`src/sv/assert_macros.svh`:
```
// assertion helpers included by the rtl
`ifndef ASSERT_MACROS_SVH
`define ASSERT_MACROS_SVH

// implication checked on every rising clock edge outside reset
`define ASSERT_IMP(lbl, ante, cons, msg) \
  lbl: assert property (@(posedge clk) disable iff (!rst_n) (ante) |-> (cons)) else $error(msg);

// next-cycle implication checked outside reset
`define ASSERT_NXT(lbl, ante, cons, msg) \
  lbl: assert property (@(posedge clk) disable iff (!rst_n) (ante) |=> (cons)) else $error(msg);

`endif

```
`src/sv/ghlf_pkg.sv`:
```
`timescale 1ns / 1ps
// ----------------------------------------------------------------------------
// ghlf_pkg
// types, codes and sizes shared by the grid localization filter
// ----------------------------------------------------------------------------
package ghlf_pkg;

  localparam int GRID_ROWS = 4;
  localparam int GRID_COLS = 5;
  localparam int NCELLS    = GRID_ROWS * GRID_COLS;
  localparam int IDX_W     = 5;
  localparam int ROW_W     = $clog2(GRID_ROWS);
  localparam int COL_W     = $clog2(GRID_COLS);
  localparam int PROB_W    = 17;
  localparam int SUM_W     = 21;
  localparam int DVD_W     = PROB_W + 16;
  localparam int CNT_W     = 6;

  localparam logic [PROB_W-1:0] ONE_Q16   = PROB_W'(65536);
  localparam logic [PROB_W-1:0] UNIFORM_P = PROB_W'(65536 / NCELLS);
  localparam logic [PROB_W-1:0] SNS_RST   = PROB_W'(45875);
  localparam logic [PROB_W-1:0] MOV_RST   = PROB_W'(52429);

  typedef enum logic [1:0] {
    FN_LOAD  = 2'd0,
    FN_SENSE = 2'd1,
    FN_MOVE  = 2'd2,
    FN_RESET = 2'd3
  } func_t;

  typedef enum logic [1:0] {
    DIR_RIGHT = 2'd0,
    DIR_LEFT  = 2'd1,
    DIR_UP    = 2'd2,
    DIR_DOWN  = 2'd3
  } dir_t;

  typedef enum logic {
    REG_SNS_GAIN = 1'b0,
    REG_MOV_GAIN = 1'b1
  } reg_idx_t;

  typedef enum logic [1:0] {
    MD_DIV,
    MD_ZERO,
    MD_MOVE
  } mode_t;

  typedef enum logic [3:0] {
    ST_IDLE,
    ST_SN_RD,
    ST_SN_ACC,
    ST_DV_RD,
    ST_DV_LD,
    ST_DV_RUN,
    ST_DV_WB,
    ST_ZD_RD,
    ST_ZD_WB,
    ST_CP_RD,
    ST_CP_WR,
    ST_MV_RD,
    ST_MV_MUL,
    ST_MV_WB,
    ST_EMIT
  } state_t;

  typedef struct packed {
    logic [1:0]       func;
    logic [IDX_W-1:0] cell_index;
    logic [7:0]       map_value;
    logic [7:0]       measured_value;
    logic [1:0]       direction;
  } in_t;

  typedef struct packed {
    logic [IDX_W-1:0]  cell_index_res;
    logic [PROB_W-1:0] probability;
    logic              sum_zero;
    logic              last;
  } out_t;

  function automatic logic [PROB_W-1:0] sat_gain(input logic [PROB_W-1:0] g);
    sat_gain = (g > ONE_Q16) ? ONE_Q16 : g;
  endfunction

endpackage

```
`src/sv/grid_histogram_localization_filter.sv`:
```
`timescale 1ns / 1ps
// ----------------------------------------------------------------------------
// grid_histogram_localization_filter
// histogram localization over a toroidal belief grid held in block memories
// ----------------------------------------------------------------------------
// usage
//   in_*  : one request per item: load map cell, sense, move or uniform reset.
//           sense and move keep in_stall high until the last result is taken.
//   out_* : sense and move stream one result per grid cell, index order,
//           last flags the final cell. load and reset give no results.
//   cfg_* : gain registers; write only while the block is idle (not enforced).
// sequence
//   load, reset: act on acceptance; the block stays idle.
//   sense: reads, weighs and sums every cell, then per cell runs
//          the bit-serial divider (33 steps) and writes back; a zero sum
//          instead dumps the grid unchanged, cell by cell.
//   move: copies every cell into scratch, then per cell reads two cells
//          and blends them (two scratch read ports, two multipliers).
//   the memory ports and the single divider set this sequence.
//   an out_stall holds the current result and pauses the whole walk.
// reset: gains return to defaults, belief reads as uniform through per-cell
//   valid bits, the map stays undefined until loaded.
module grid_histogram_localization_filter
  import ghlf_pkg::*;
(
  input  logic              clk,
  input  logic              rst_n,
  input  logic              in_valid,
  output logic              in_stall,
  input  in_t               in_data,
  output logic              out_valid,
  input  logic              out_stall,
  output out_t              out_data,
  input  logic              cfg_we,
  input  logic              cfg_index,
  input  logic [PROB_W-1:0] cfg_data
);

  `include "assert_macros.svh"

  // memories
  logic [PROB_W-1:0] bel_mem [NCELLS];
  logic [7:0]        map_mem [NCELLS];
  logic [PROB_W-1:0] scr_mem [NCELLS];

  state_t            state_r, state_nxt;
  mode_t             mode_r, mode_nxt;
  logic [IDX_W-1:0]  idx_r, idx_nxt;
  logic [ROW_W-1:0]  row_r, row_nxt;
  logic [COL_W-1:0]  col_r, col_nxt;
  logic [1:0]        dir_r, dir_nxt;
  logic [7:0]        meas_r, meas_nxt;
  logic              zero_r, zero_nxt;
  logic [SUM_W-1:0]  sum_r, sum_nxt;
  logic [DVD_W-1:0]  dvd_r, dvd_nxt;
  logic [SUM_W-1:0]  rem_r, rem_nxt;
  logic [CNT_W-1:0]  cnt_r, cnt_nxt;
  logic [2*PROB_W-1:0] pa_r, pa_nxt, pb_r, pb_nxt;
  logic [PROB_W-1:0] sns_gain_r, sns_gain_nxt, mov_gain_r, mov_gain_nxt;
  logic [NCELLS-1:0] vld_r, vld_nxt;
  logic              out_valid_r;
  out_t              out_r, out_nxt;

  logic [PROB_W-1:0] bel_q_r, scr_qa_r, scr_qb_r;
  logic              vq_r;
  logic [7:0]        map_q_r;

  logic              in_acc, out_acc, last_cell;
  logic              bel_we, scr_we, map_we;
  logic [PROB_W-1:0] bel_wd, scr_wd, bel_val, g_sns, m_mov, w_sns;
  logic [2*PROB_W-1:0] sns_prod;
  logic [PROB_W-1:0] q_sns;
  logic [IDX_W-1:0]  src_idx;
  logic [ROW_W-1:0]  sr;
  logic [COL_W-1:0]  sc;
  logic [SUM_W:0]    rem_sh;
  logic              ge;
  logic [2*PROB_W:0] mv_sum;

  assign in_stall  = (state_r != ST_IDLE);
  assign in_acc    = in_valid && !in_stall;
  assign out_valid = out_valid_r;
  assign out_data  = out_r;
  assign out_acc   = out_valid_r && !out_stall;
  assign last_cell = (idx_r == IDX_W'(NCELLS - 1));

  // source cell of a move, cyclic on both axes
  always_comb begin
    sr = row_r;
    sc = col_r;
    case (dir_t'(dir_r))
      DIR_RIGHT: sc = (col_r == '0) ? COL_W'(GRID_COLS - 1) : col_r - 1'b1;
      DIR_LEFT:  sc = (col_r == COL_W'(GRID_COLS - 1)) ? '0 : col_r + 1'b1;
      DIR_UP:    sr = (row_r == ROW_W'(GRID_ROWS - 1)) ? '0 : row_r + 1'b1;
      default:   sr = (row_r == '0) ? ROW_W'(GRID_ROWS - 1) : row_r - 1'b1;
    endcase
    src_idx = IDX_W'(int'(sr) * GRID_COLS + int'(sc));
  end

  // arithmetic
  always_comb begin
    bel_val  = vq_r ? bel_q_r : UNIFORM_P;
    g_sns    = sat_gain(sns_gain_r);
    m_mov    = sat_gain(mov_gain_r);
    w_sns    = (map_q_r == meas_r) ? g_sns : ONE_Q16 - g_sns;
    sns_prod = bel_val * w_sns;
    q_sns    = sns_prod[PROB_W+15:16];
    rem_sh   = {rem_r, dvd_r[DVD_W-1]};
    ge       = (rem_sh >= {1'b0, sum_r});
    mv_sum   = {1'b0, pa_r} + {1'b0, pb_r};
  end

  // next state
  always_comb begin
    state_nxt = state_r;
    unique case (state_r)
      ST_IDLE: begin
        if (in_acc) begin
          if (func_t'(in_data.func) == FN_SENSE) state_nxt = ST_SN_RD;
          else if (func_t'(in_data.func) == FN_MOVE) state_nxt = ST_CP_RD;
        end
      end
      ST_SN_RD:  state_nxt = ST_SN_ACC;
      ST_SN_ACC: begin
        if (!last_cell) state_nxt = ST_SN_RD;
        else if (sum_r + SUM_W'(q_sns) == '0) state_nxt = ST_ZD_RD;
        else state_nxt = ST_DV_RD;
      end
      ST_DV_RD:  state_nxt = ST_DV_LD;
      ST_DV_LD:  state_nxt = ST_DV_RUN;
      ST_DV_RUN: if (cnt_r == CNT_W'(1)) state_nxt = ST_DV_WB;
      ST_DV_WB:  state_nxt = ST_EMIT;
      ST_ZD_RD:  state_nxt = ST_ZD_WB;
      ST_ZD_WB:  state_nxt = ST_EMIT;
      ST_CP_RD:  state_nxt = ST_CP_WR;
      ST_CP_WR:  state_nxt = last_cell ? ST_MV_RD : ST_CP_RD;
      ST_MV_RD:  state_nxt = ST_MV_MUL;
      ST_MV_MUL: state_nxt = ST_MV_WB;
      ST_MV_WB:  state_nxt = ST_EMIT;
      ST_EMIT: begin
        if (out_acc) begin
          if (last_cell) state_nxt = ST_IDLE;
          else if (mode_r == MD_DIV) state_nxt = ST_DV_RD;
          else if (mode_r == MD_ZERO) state_nxt = ST_ZD_RD;
          else state_nxt = ST_MV_RD;
        end
      end
      default: state_nxt = ST_IDLE;
    endcase
  end

  // datapath and outputs
  always_comb begin
    mode_nxt     = mode_r;
    idx_nxt      = idx_r;
    row_nxt      = row_r;
    col_nxt      = col_r;
    dir_nxt      = dir_r;
    meas_nxt     = meas_r;
    zero_nxt     = zero_r;
    sum_nxt      = sum_r;
    dvd_nxt      = dvd_r;
    rem_nxt      = rem_r;
    cnt_nxt      = cnt_r;
    pa_nxt       = pa_r;
    pb_nxt       = pb_r;
    sns_gain_nxt = sns_gain_r;
    mov_gain_nxt = mov_gain_r;
    vld_nxt      = vld_r;
    out_nxt      = out_r;
    bel_we       = 1'b0;
    bel_wd       = scr_qb_r;
    scr_we       = 1'b0;
    scr_wd       = bel_val;
    map_we       = 1'b0;

    // gain registers
    if (cfg_we) begin
      if (reg_idx_t'(cfg_index) == REG_SNS_GAIN) sns_gain_nxt = cfg_data;
      else mov_gain_nxt = cfg_data;
    end

    // walk through the cells
    if (state_nxt != state_r && state_r == ST_EMIT && state_nxt != ST_IDLE
        || state_r == ST_SN_ACC && !last_cell
        || state_r == ST_CP_WR && !last_cell) begin
      idx_nxt = idx_r + 1'b1;
      if (col_r == COL_W'(GRID_COLS - 1)) begin
        col_nxt = '0;
        row_nxt = row_r + 1'b1;
      end else begin
        col_nxt = col_r + 1'b1;
      end
    end

    unique case (state_r)
      ST_IDLE: begin
        idx_nxt = '0;
        row_nxt = '0;
        col_nxt = '0;
        sum_nxt = '0;
        if (in_acc) begin
          dir_nxt  = in_data.direction;
          meas_nxt = in_data.measured_value;
          zero_nxt = 1'b0;
          mode_nxt = (func_t'(in_data.func) == FN_MOVE) ? MD_MOVE : MD_DIV;
          unique case (func_t'(in_data.func))
            FN_LOAD:  map_we = (in_data.cell_index < IDX_W'(NCELLS));
            FN_RESET: vld_nxt = '0;
            default: ;
          endcase
        end
      end
      ST_SN_ACC: begin
        scr_we  = 1'b1;
        scr_wd  = q_sns;
        sum_nxt = sum_r + SUM_W'(q_sns);
        if (last_cell) begin
          idx_nxt = '0;
          row_nxt = '0;
          col_nxt = '0;
          if (sum_nxt == '0) begin
            zero_nxt = 1'b1;
            mode_nxt = MD_ZERO;
          end
        end
      end
      ST_DV_LD: begin
        dvd_nxt = {scr_qb_r, 16'b0};
        rem_nxt = '0;
        cnt_nxt = CNT_W'(DVD_W);
      end
      ST_DV_RUN: begin
        rem_nxt = ge ? SUM_W'(rem_sh - {1'b0, sum_r}) : rem_sh[SUM_W-1:0];
        dvd_nxt = {dvd_r[DVD_W-2:0], ge};
        cnt_nxt = cnt_r - 1'b1;
      end
      ST_DV_WB: begin
        bel_we = 1'b1;
        bel_wd = (dvd_r > DVD_W'(ONE_Q16)) ? ONE_Q16 : dvd_r[PROB_W-1:0];
        vld_nxt[idx_r] = 1'b1;
        out_nxt = '{cell_index_res: idx_r, probability: bel_wd,
                    sum_zero: zero_r, last: last_cell};
      end
      ST_ZD_WB: begin
        out_nxt = '{cell_index_res: idx_r, probability: bel_val,
                    sum_zero: zero_r, last: last_cell};
      end
      ST_CP_WR: begin
        scr_we = 1'b1;
        scr_wd = bel_val;
        if (last_cell) begin
          idx_nxt = '0;
          row_nxt = '0;
          col_nxt = '0;
        end
      end
      ST_MV_MUL: begin
        pa_nxt = m_mov * scr_qa_r;
        pb_nxt = (ONE_Q16 - m_mov) * scr_qb_r;
      end
      ST_MV_WB: begin
        bel_we = 1'b1;
        bel_wd = mv_sum[PROB_W+15:16];
        vld_nxt[idx_r] = 1'b1;
        out_nxt = '{cell_index_res: idx_r, probability: bel_wd,
                    sum_zero: 1'b0, last: last_cell};
      end
      default: ;
    endcase
  end

  // control registers
  always_ff @(posedge clk) begin
    if (!rst_n) begin
      state_r     <= ST_IDLE;
      mode_r      <= MD_DIV;
      idx_r       <= '0;
      row_r       <= '0;
      col_r       <= '0;
      zero_r      <= 1'b0;
      sns_gain_r  <= SNS_RST;
      mov_gain_r  <= MOV_RST;
      vld_r       <= '0;
      out_valid_r <= 1'b0;
      cnt_r       <= '0;
    end else begin
      state_r     <= state_nxt;
      mode_r      <= mode_nxt;
      idx_r       <= idx_nxt;
      row_r       <= row_nxt;
      col_r       <= col_nxt;
      zero_r      <= zero_nxt;
      sns_gain_r  <= sns_gain_nxt;
      mov_gain_r  <= mov_gain_nxt;
      vld_r       <= vld_nxt;
      out_valid_r <= (state_nxt == ST_EMIT);
      cnt_r       <= cnt_nxt;
    end
  end

  // payload registers
  always_ff @(posedge clk) begin
    dir_r  <= dir_nxt;
    meas_r <= meas_nxt;
    sum_r  <= sum_nxt;
    dvd_r  <= dvd_nxt;
    rem_r  <= rem_nxt;
    pa_r   <= pa_nxt;
    pb_r   <= pb_nxt;
    out_r  <= out_nxt;
  end

  // belief memory, valid bit read alongside
  always_ff @(posedge clk) begin
    if (bel_we) bel_mem[idx_r] <= bel_wd;
    bel_q_r <= bel_mem[idx_r];
    vq_r    <= vld_r[idx_r];
  end

  // landmark map memory
  always_ff @(posedge clk) begin
    if (map_we) map_mem[in_data.cell_index] <= in_data.map_value;
    map_q_r <= map_mem[idx_r];
  end

  // scratch memory, two read ports
  always_ff @(posedge clk) begin
    if (scr_we) scr_mem[idx_r] <= scr_wd;
    scr_qa_r <= scr_mem[src_idx];
    scr_qb_r <= scr_mem[idx_r];
  end

  // checks
  `ASSERT_IMP(a_out_busy, out_valid, in_stall, "result shown while idle")
  `ASSERT_NXT(a_one_shot, out_valid && !out_stall, !out_valid, "result repeated")
  `ASSERT_NXT(a_last_idle, out_valid && !out_stall && out_data.last, !in_stall,
              "block busy after final cell")
  `ASSERT_IMP(a_move_flag, state_r == ST_MV_WB, !zero_r, "zero flag on move")

endmodule

```
`config.mk`:
```
export PLATFORM = sky130hd
export DESIGN_NAME = grid_histogram_localization_filter
export DESIGN_NICKNAME = d
export VERILOG_FILES = /design/src/sv/ghlf_pkg.sv /design/src/sv/grid_histogram_localization_filter.sv
export VERILOG_INCLUDE_DIRS = /design/src /design/src/sv
export SDC_FILE = /design/constraint.sdc
export NUM_CORES = 2
export LEC_CHECK = 0
export ABC_CLOCK_PERIOD_IN_PS = 12400
export BUFFER_PORTS_ARGS = -buffer_cell sky130_fd_sc_hd__buf_2
export CORE_ASPECT_RATIO = 1.5
export CORE_MARGIN = 1.5
export CORE_UTILIZATION = 56
export DETAILED_ROUTE_END_ITERATION = 6
export HOLD_SLACK_MARGIN = 0.03
export PLACE_DENSITY = 0.72
export REMOVE_ABC_BUFFERS = 1
export SYNTH_ARGS = -nofsm -noshare
export SYNTH_HDL_FRONTEND = slang
export SYNTH_SLANG_ARGS = --single-unit
```
`constraint.sdc`:
```
create_clock -name clk -period 12.4 [get_ports clk]
set_input_delay 0.62 -clock clk [delete_from_list [all_inputs] [get_ports clk]]
set_output_delay 0.62 -clock clk [all_outputs]
set_load 0.01 [all_outputs]
```
Word level (Yosys, flattened, before mapping)
Memories as Yosys holds them, arrays and structs flattened. A register that Yosys moved wholly into a read port is not among the register bits.
Cells that the tools add are included.
Widths: inputs -> output; s select.
- add/sub/neg operators: 12
- mux-type cells: 68
- order comparisons: 7
- bitwise operators: 2
- multiply operators: 4
- reduce and logical (&&, ||, !) cells: 34
- equality and inequality tests: 31
- operators by type and width (cell ; number):
    $mux 17 ; 6
    $pmux 21 s2 ; 2
    $pmux 24 s3 ; 1
    $mul 17x17->33 ; 2
    $pmux 33 s2 ; 1
    $pmux 4 s13 ; 1
    $mux 20 ; 2
    $pmux 20 s2 ; 1
    $gt 17x17->1 const B ; 2
    $pmux 17 s2 ; 1
    $add 33x33->33 ; 1
    $gt 33x17->1 const B ; 1
    $mul 18x18->33 ; 1
    $eq 4x4->1 const B ; 8
    $mux 4 ; 8
    $ge 22x21->1 ; 1
    $add 21x17->21 ; 1
    $logic_not 21->1 ; 1
    $mux 21 ; 1
    $sub 21x21->21 ; 1
    $mux 2 ; 10
    $or 20x20->20 ; 1
    $mux 3 ; 6
    $sub 17x17->18 const A ; 1
    other kinds (48) ; 97
- bits of input ports: 48
- register bits after elaboration: 254
- word-level logic and storage cells: 184
- memories: 3
- RAM bits: 840
- memories (memory ; words ; width ; read ports ; clocked after Yosys merged registers in ; write ports ; RTL line ; source):
    bel_mem ; 20 ; 17 ; 1 ; 1 ; 1 ; grid_histogram_localization_filter.sv:42 ; logic [PROB_W-1:0] bel_mem [NCELLS];
    scr_mem ; 20 ; 17 ; 2 ; 2 ; 1 ; grid_histogram_localization_filter.sv:44 ; logic [PROB_W-1:0] scr_mem [NCELLS];
    map_mem ; 20 ; 8 ; 1 ; 1 ; 1 ; grid_histogram_localization_filter.sv:43 ; logic [7:0] map_mem [NCELLS];

Logic depth before layout (Yosys ltp)
- depth after elaboration: 18
- mapped depth: 42
- gate-level depth less buffers: 40

Worst setup path before layout
No wires, ideal clock.
- kind: reg2reg
- start: register sns_gain_r[2]
- end: register mode_r[1]
- required time: 12.284 ns
- setup slack: 2.720 ns
- arrival time: 9.564 ns
- buffers on the path: 1
- cell stages (with the launch flop): 38
- cells stage by stage: dfxtp_1 -> or3_1 -> or3_1 -> or4b_1 -> o31ai_2 -> nand2_1 -> xnor2_2 -> buf_2 -> nor2_1 -> fa_1 -> inv_1 -> fa_1 -> fa_1 -> inv_1 -> fa_1 -> fa_1 -> inv_1 -> fa_1 -> (+2 left out) -> o21a_1 -> o211ai_1 -> and3b_1 -> or2_1 -> o21ai_0 -> nand2b_1 -> a21oi_1 -> xnor2_1 -> ha_1 -> a21oi_1 -> o21ai_0 -> a2111oi_4 -> nor4_1 -> a211oi_2 -> mux2i_1 -> nor4b_1 -> o2111ai_1 -> a41o_1
- word-level cells in the longest chain between the ends: 9
- RTL lines (what ; RTL line ; source):
    from (decl) ; grid_histogram_localization_filter.sv:59 ; logic [PROB_W-1:0] sns_gain_r, sns_gain_nxt, mov_gain_r, mov_gain_nxt;
    from (signal assigned) ; grid_histogram_localization_filter.sv:294 ; sns_gain_r <= sns_gain_nxt;
    $gt 17x17->1 ; ghlf_pkg.sv:83 ; sat_gain = (g > ONE_Q16) ? ONE_Q16 : g;
    $mux 17 * ; ghlf_pkg.sv:83 ;
    $sub 17x17->17 ; grid_histogram_localization_filter.sv:105 ; w_sns = (map_q_r == meas_r) ? g_sns : ONE_Q16 - g_sns;
    $mux 17 * ; grid_histogram_localization_filter.sv:105 ;
    $mul 17x17->33 * ; grid_histogram_localization_filter.sv:106 ; sns_prod = bel_val * w_sns;
    $add 21x17->21 * ; grid_histogram_localization_filter.sv:217 ; sum_nxt = sum_r + SUM_W'(q_sns);
    $logic_not 21->1 * ; grid_histogram_localization_filter.sv:222 ; if (sum_nxt == '0) begin
    $ne 2x2->1 (no line) * ; n/a ;
    $reduce_and 4->1 (no line) * ; n/a ;
    to (signal assigned) ; grid_histogram_localization_filter.sv:289 ; mode_r <= mode_nxt;
    to (decl) ; grid_histogram_localization_filter.sv:47 ; mode_t mode_r, mode_nxt;
Mark *: on every way between the ends. The rest lies on a longest branch, timed or not.
A chain may end at the register's enable or synchronous reset.

Worst setup path after layout
- start: register sns_gain_r[16]
- end: register mode_r[1]
The elaborated chain is that of the path after synthesis.

==> metrics.txt <==
# TYPE chip_impl_metric gauge
chip_impl_metric{name="worstPathRequired",unit="ns"} 13.03
chip_impl_metric{name="drc_errors",unit=""} 1
chip_impl_metric{name="crit_path_max_fanout",unit=""} 19
chip_impl_metric{name="layout_worst_path_cycle_share",unit="%"} 87.1
chip_impl_metric{name="post_cts.repair.setup_buffers",unit=""} 0
chip_impl_metric{name="drv.max_cap_violation_count",unit=""} 0
chip_impl_metric{name="max-slew-margin-rel",unit="%"} 14.4
chip_impl_metric{name="grt_pass1_wl",unit="mm"} 321
chip_impl_metric{name="cts.path.max_buffers",unit=""} 3
chip_impl_metric{name="finalNetCount",unit=""} 7512
chip_impl_metric{name="grt_overflow_total",unit=""} 0
chip_impl_info{name="regToRegEndpoint",value="mode_r[1]"} 1
chip_impl_metric{name="drt_first_pass_iters",unit=""} 7
chip_impl_metric{name="grt_start_max_net_pins",unit=""} 129
chip_impl_metric{name="cts_hold_repair.buffers",unit=""} 3
chip_impl_metric{name="post_drt_via_cell_ratio",unit=""} 6.12
chip_impl_metric{name="clock_buffer_count_from_cts",unit=""} 104
chip_impl_metric{name="average_instance_area_after_synthesis",unit="um2"} 12.4
chip_impl_metric{name="max_freq",unit="MHz"} 92.6
chip_impl_metric{name="grt_pass1_vias",unit=""} 54000
chip_impl_metric{name="initial_antenna_violation_count",unit=""} 16
chip_impl_info{name="worst_path_slowest_cell",value="dfxtp_1"} 1
chip_impl_metric{name="async_reset_ff_share",unit="%"} 0
chip_impl_info{name="crit_type",value="reg2reg"} 1
chip_impl_info{name="cts_root_buf",value="clkbuf_16"} 1
chip_impl_info{name="cp_common_cell",value="fa_1"} 1
chip_impl_metric{name="r2r.worst_path.cells",unit=""} 37
chip_impl_metric{name="wl",unit="mm"} 213
chip_impl_metric{name="synth_edf_count",unit=""} 1015
chip_impl_metric{name="dr_total_vias",unit=""} 50900
chip_impl_metric{name="placed_cells_incl_taps",unit=""} 8109
chip_impl_info{name="class_of_the_most_critical_hold_timing_path",value="in2reg"} 1
chip_impl_metric{name="instances_no_fill",unit=""} 8321
chip_impl_metric{name="dpl_cell_area",unit="um2"} 81600
chip_impl_metric{name="drt_iter0_drc",unit=""} 4558
chip_impl_metric{name="die_height",unit="um"} 462
chip_impl_metric{name="netlist_instances",unit=""} 6326
chip_impl_metric{name="cts_resized",unit=""} 0
chip_impl_metric{name="arrival",unit="ns"} 11.43
chip_impl_info{name="cp-start-kind",value="flop"} 1
chip_impl_metric{name="synth.distinct_cells",unit=""} 86
chip_impl_metric{name="ff2ff_setup_slack",unit="ns"} 1.60
chip_impl_metric{name="initial_utilization",unit="%"} 56.4
chip_impl_info{name="tritoncts",value="built"} 1
chip_impl_metric{name="boundaryPins",unit=""} 74
chip_impl_metric{name="synth.ff_latch_count",unit=""} 1152
chip_impl_metric{name="clk-insertion-delay-late",unit="ns"} 0.76
chip_impl_metric{name="synth_area",unit="um2"} 78700
chip_impl_metric{name="clock_sinks",unit=""} 1152
chip_impl_metric{name="floorplan.core_area",unit="um2"} 140000
chip_impl_metric{name="die-width",unit="um"} 309
chip_impl_metric{name="min_delay_path_depth",unit=""} 1
chip_impl_metric{name="drive_above_1_share",unit="%"} 13.2
chip_impl_metric{name="timing.final.max_slew_violations",unit=""} 0
chip_impl_metric{name="dp_hpwl",unit="mm"} 153
chip_impl_metric{name="die_area",unit="um2"} 143000
chip_impl_metric{name="final_antenna_net_count",unit=""} 0
chip_impl_info{name="endpoint_kind",value="flop"} 1
chip_impl_metric{name="synth_warnings",unit=""} 0
chip_impl_metric{name="hold_violations_final",unit=""} 0
chip_impl_metric{name="layout-area-overhead-vs-synth",unit="%"} 8.30
chip_impl_metric{name="final.min_clock_period",unit="ns"} 10.80
chip_impl_info{name="whs_endpoint",value="meas_r[0]"} 1
chip_impl_metric{name="worstMarginPinSlew",unit="ns"} 1.28
chip_impl_info{name="ys_top_cells_by_area",value="edfxtp_1 (39%), fa_1 (19%), mux4_2 (9.2%)"} 1
chip_impl_info{name="outcome",value="complete, but fails checks"} 1
chip_impl_metric{name="place.port_buffers",unit=""} 73
chip_impl_info{name="critical_r2r_launch",value="sns_gain_r[16]"} 1
chip_impl_metric{name="placement_rows",unit=""} 168
chip_impl_metric{name="final_area",unit="um2"} 85200
chip_impl_metric{name="synthDominantCellAreaShare",unit="%"} 38.7
chip_impl_metric{name="slowest_delay",unit="ns"} 0.77
chip_impl_info{name="yosys_most_used_dff",value="edfxtp_1"} 1
chip_impl_metric{name="clock_transition_time_at_the_flip_flop_clock_pins_of_the_worst_setup_and_hold_paths",unit="ns"} 0.07
chip_impl_metric{name="grt.total_usage",unit="%"} 30.5
chip_impl_metric{name="htreeDepth",unit=""} 3
chip_impl_metric{name="report.final.setup_viol",unit=""} 0
chip_impl_info{name="grt_setup_unrepaired",value="no"} 1
chip_impl_info{name="synth_top_cell_by_area",value="edfxtp_1"} 1
chip_impl_metric{name="wl_per_cell",unit="um"} 25.6
chip_impl_info{name="min_from",value="in_data[2]"} 1
chip_impl_metric{name="post_synthesis_sequential_area_ratio",unit="%"} 42.2
chip_impl_metric{name="setup_tns",unit="ns"} 0
chip_impl_metric{name="worst_clock_skew",unit="ns"} 0.0597
chip_impl_info{name="failing_checks",value="DRC"} 1
chip_impl_metric{name="placer_congestion_estimate",unit=""} 0.941
[stage by stage]
| stage | setup WS, ns | utilization (%) | hold slack (ns) |
|---|---|---|---|
| detailed placement | 1.57 | 58.5 | 0.461 |
| finish | 1.60 | 61.1 | 0.0842 |
| CTS | 1.59 | 61.1 | 0.0469 |
| global placement | 1.81 | 58.5 | 0.442 |
| global route | 0.830 | 61.1 | 0.0680 |
| floorplan | 1.20 | - | 0.432 |
[layer usage]
| layer | global-route usage [%] | routed length, um | vias to the layer above |
|---|---|---|---|
| met5 | 0 | 16 | - |
| met4 | 20.2 | 15100 | 2 |
| met3 | 3.67 | 13600 | 720 |
| met2 | 54.5 | 112000 | 2331 |
| met1 | 34.3 | 71800 | 26200 |
| li1 | - | - | 21700 |
[how the worst max path moves through the flow]
stage	from	end	slack, ns	depth (start not counted)
6_report	sns_gain_r[16]	mode_r[1]	1.60	37
5_1_grt	sns_gain_r[16]	mode_r[1]	0.83	38
4_1_cts	sns_gain_r[2]	mode_r[1]	1.59	33
3_5_place_dp	sns_gain_r[2]	mode_r[1]	1.57	33
3_3_place_gp	sns_gain_r[2]	mode_r[1]	1.81	37
2_1_floorplan	idx_r[0]	idx_r[0]	1.20	5
[layout make-up]
class | instances | area [um2]
Inverter | 859 | 3220
Antenna cell | 12 | 30.0
Clock buffer | 127 | 2730
Fill cell | 10800 | 54300
Multi-Input combinational cell | 4022 | 41400
Timing Repair Buffer | 209 | 1420
Clock inverter | 70 | 818
Tap cell | 1870 | 2340
Sequential cell | 1152 | 33200
[synth_stat cells, drive strengths merged (5+ instances only)]
cell     count
inv        857
a2111oi      7
a21boi       8
nor2       423
a31o         5
dfxtp      137
nand2      711
nand4       18
a221o       62
nor4        18
o211ai      15
edfxtp    1015
a22oi       11
a211oi      16
mux4       321
clkbuf     247
ha         378
buf         74
o21bai      14
and3        86
o21a        22
a21o        48
xnor2      116
nor2b       36
nand3       65
or3         18
a31oi       29
fa         738
nand2b      38
o31ai       13
a21oi      145
mux2        64
nor3        78
and2       213
o2111ai      7
or2         24
o22ai        9
nor3b        7
xor2        61
o21ai       80
mux2i       48
[critical path: cells and delay by family, from the launching register on]
family                   cells  cell delay, ns
adder cells (fa/ha/maj)      9            3.78
AO/OA/AOI/OAI               12            2.80
AND/OR/NAND/NOR              8            1.73
XOR/XNOR                     3            1.13
flip-flops                   1            0.77
buffers and inverters        5            0.50
[cell usage in the layout, fill, tap and decap left out, types with 17 or more instances in the layout]
cell,instances
a21oi_1,144
nand2b_1,38
fa_1,738
nor4_1,18
clkinv_1,22
a21o_1,48
edfxtp_1,1015
nand3_1,65
clkbuf_16,105
and3_1,86
o21a_1,22
nand2_1,709
and2_1,210
nor3_1,75
conb_1,30
o21ai_0,69
inv_1,857
buf_4,131
or2_2,19
a31oi_1,28
xnor2_1,115
mux2_2,63
clkbuf_1,20
nor2_2,27
mux2i_1,48
nor2b_1,31
nor2_1,379
nand4_1,18
a221o_1,62
dfxtp_1,132
clkinv_2,18
mux4_2,321
nor2_4,17
or3_1,18
buf_2,73
ha_1,376
xor2_1,60
[kinds of logic (layout without fill, tap and decap cells)]
family	Yosys count	after routing	synth area share [%]
xor+xnor	177	177	1.98
compound gates	515	515	4.48
flops	1152	1152	42.2
fa+ha+maj	1116	1116	24.8
mux	433	433	10.7
simple gates	1751	1751	10.2
buf+inv	1180	1265	5.67
other cells	2	42	0.00954
[sequential cells by signal, summed over array words and instances (netlist names), 3 cells and up]
register / flops
scr_qa_r: 17
map_q_r: 8
sns_gain_r: 17
bel_q_r: 17
pb_r: 33
vld_r: 20
mov_gain_r: 17
idx_r: 5
meas_r: 8
scr_qb_r: 17
state_r: 4
cnt_r: 6
scr_mem: 340
sum_r: 21
map_mem: 160
bel_mem: 340
rem_r: 21
dvd_r: 33
col_r: 3
out_data: 24
pa_r: 33
Power is not shown: default switching activity piles up to over one toggle a cycle in this logic, so the estimate is an artifact.
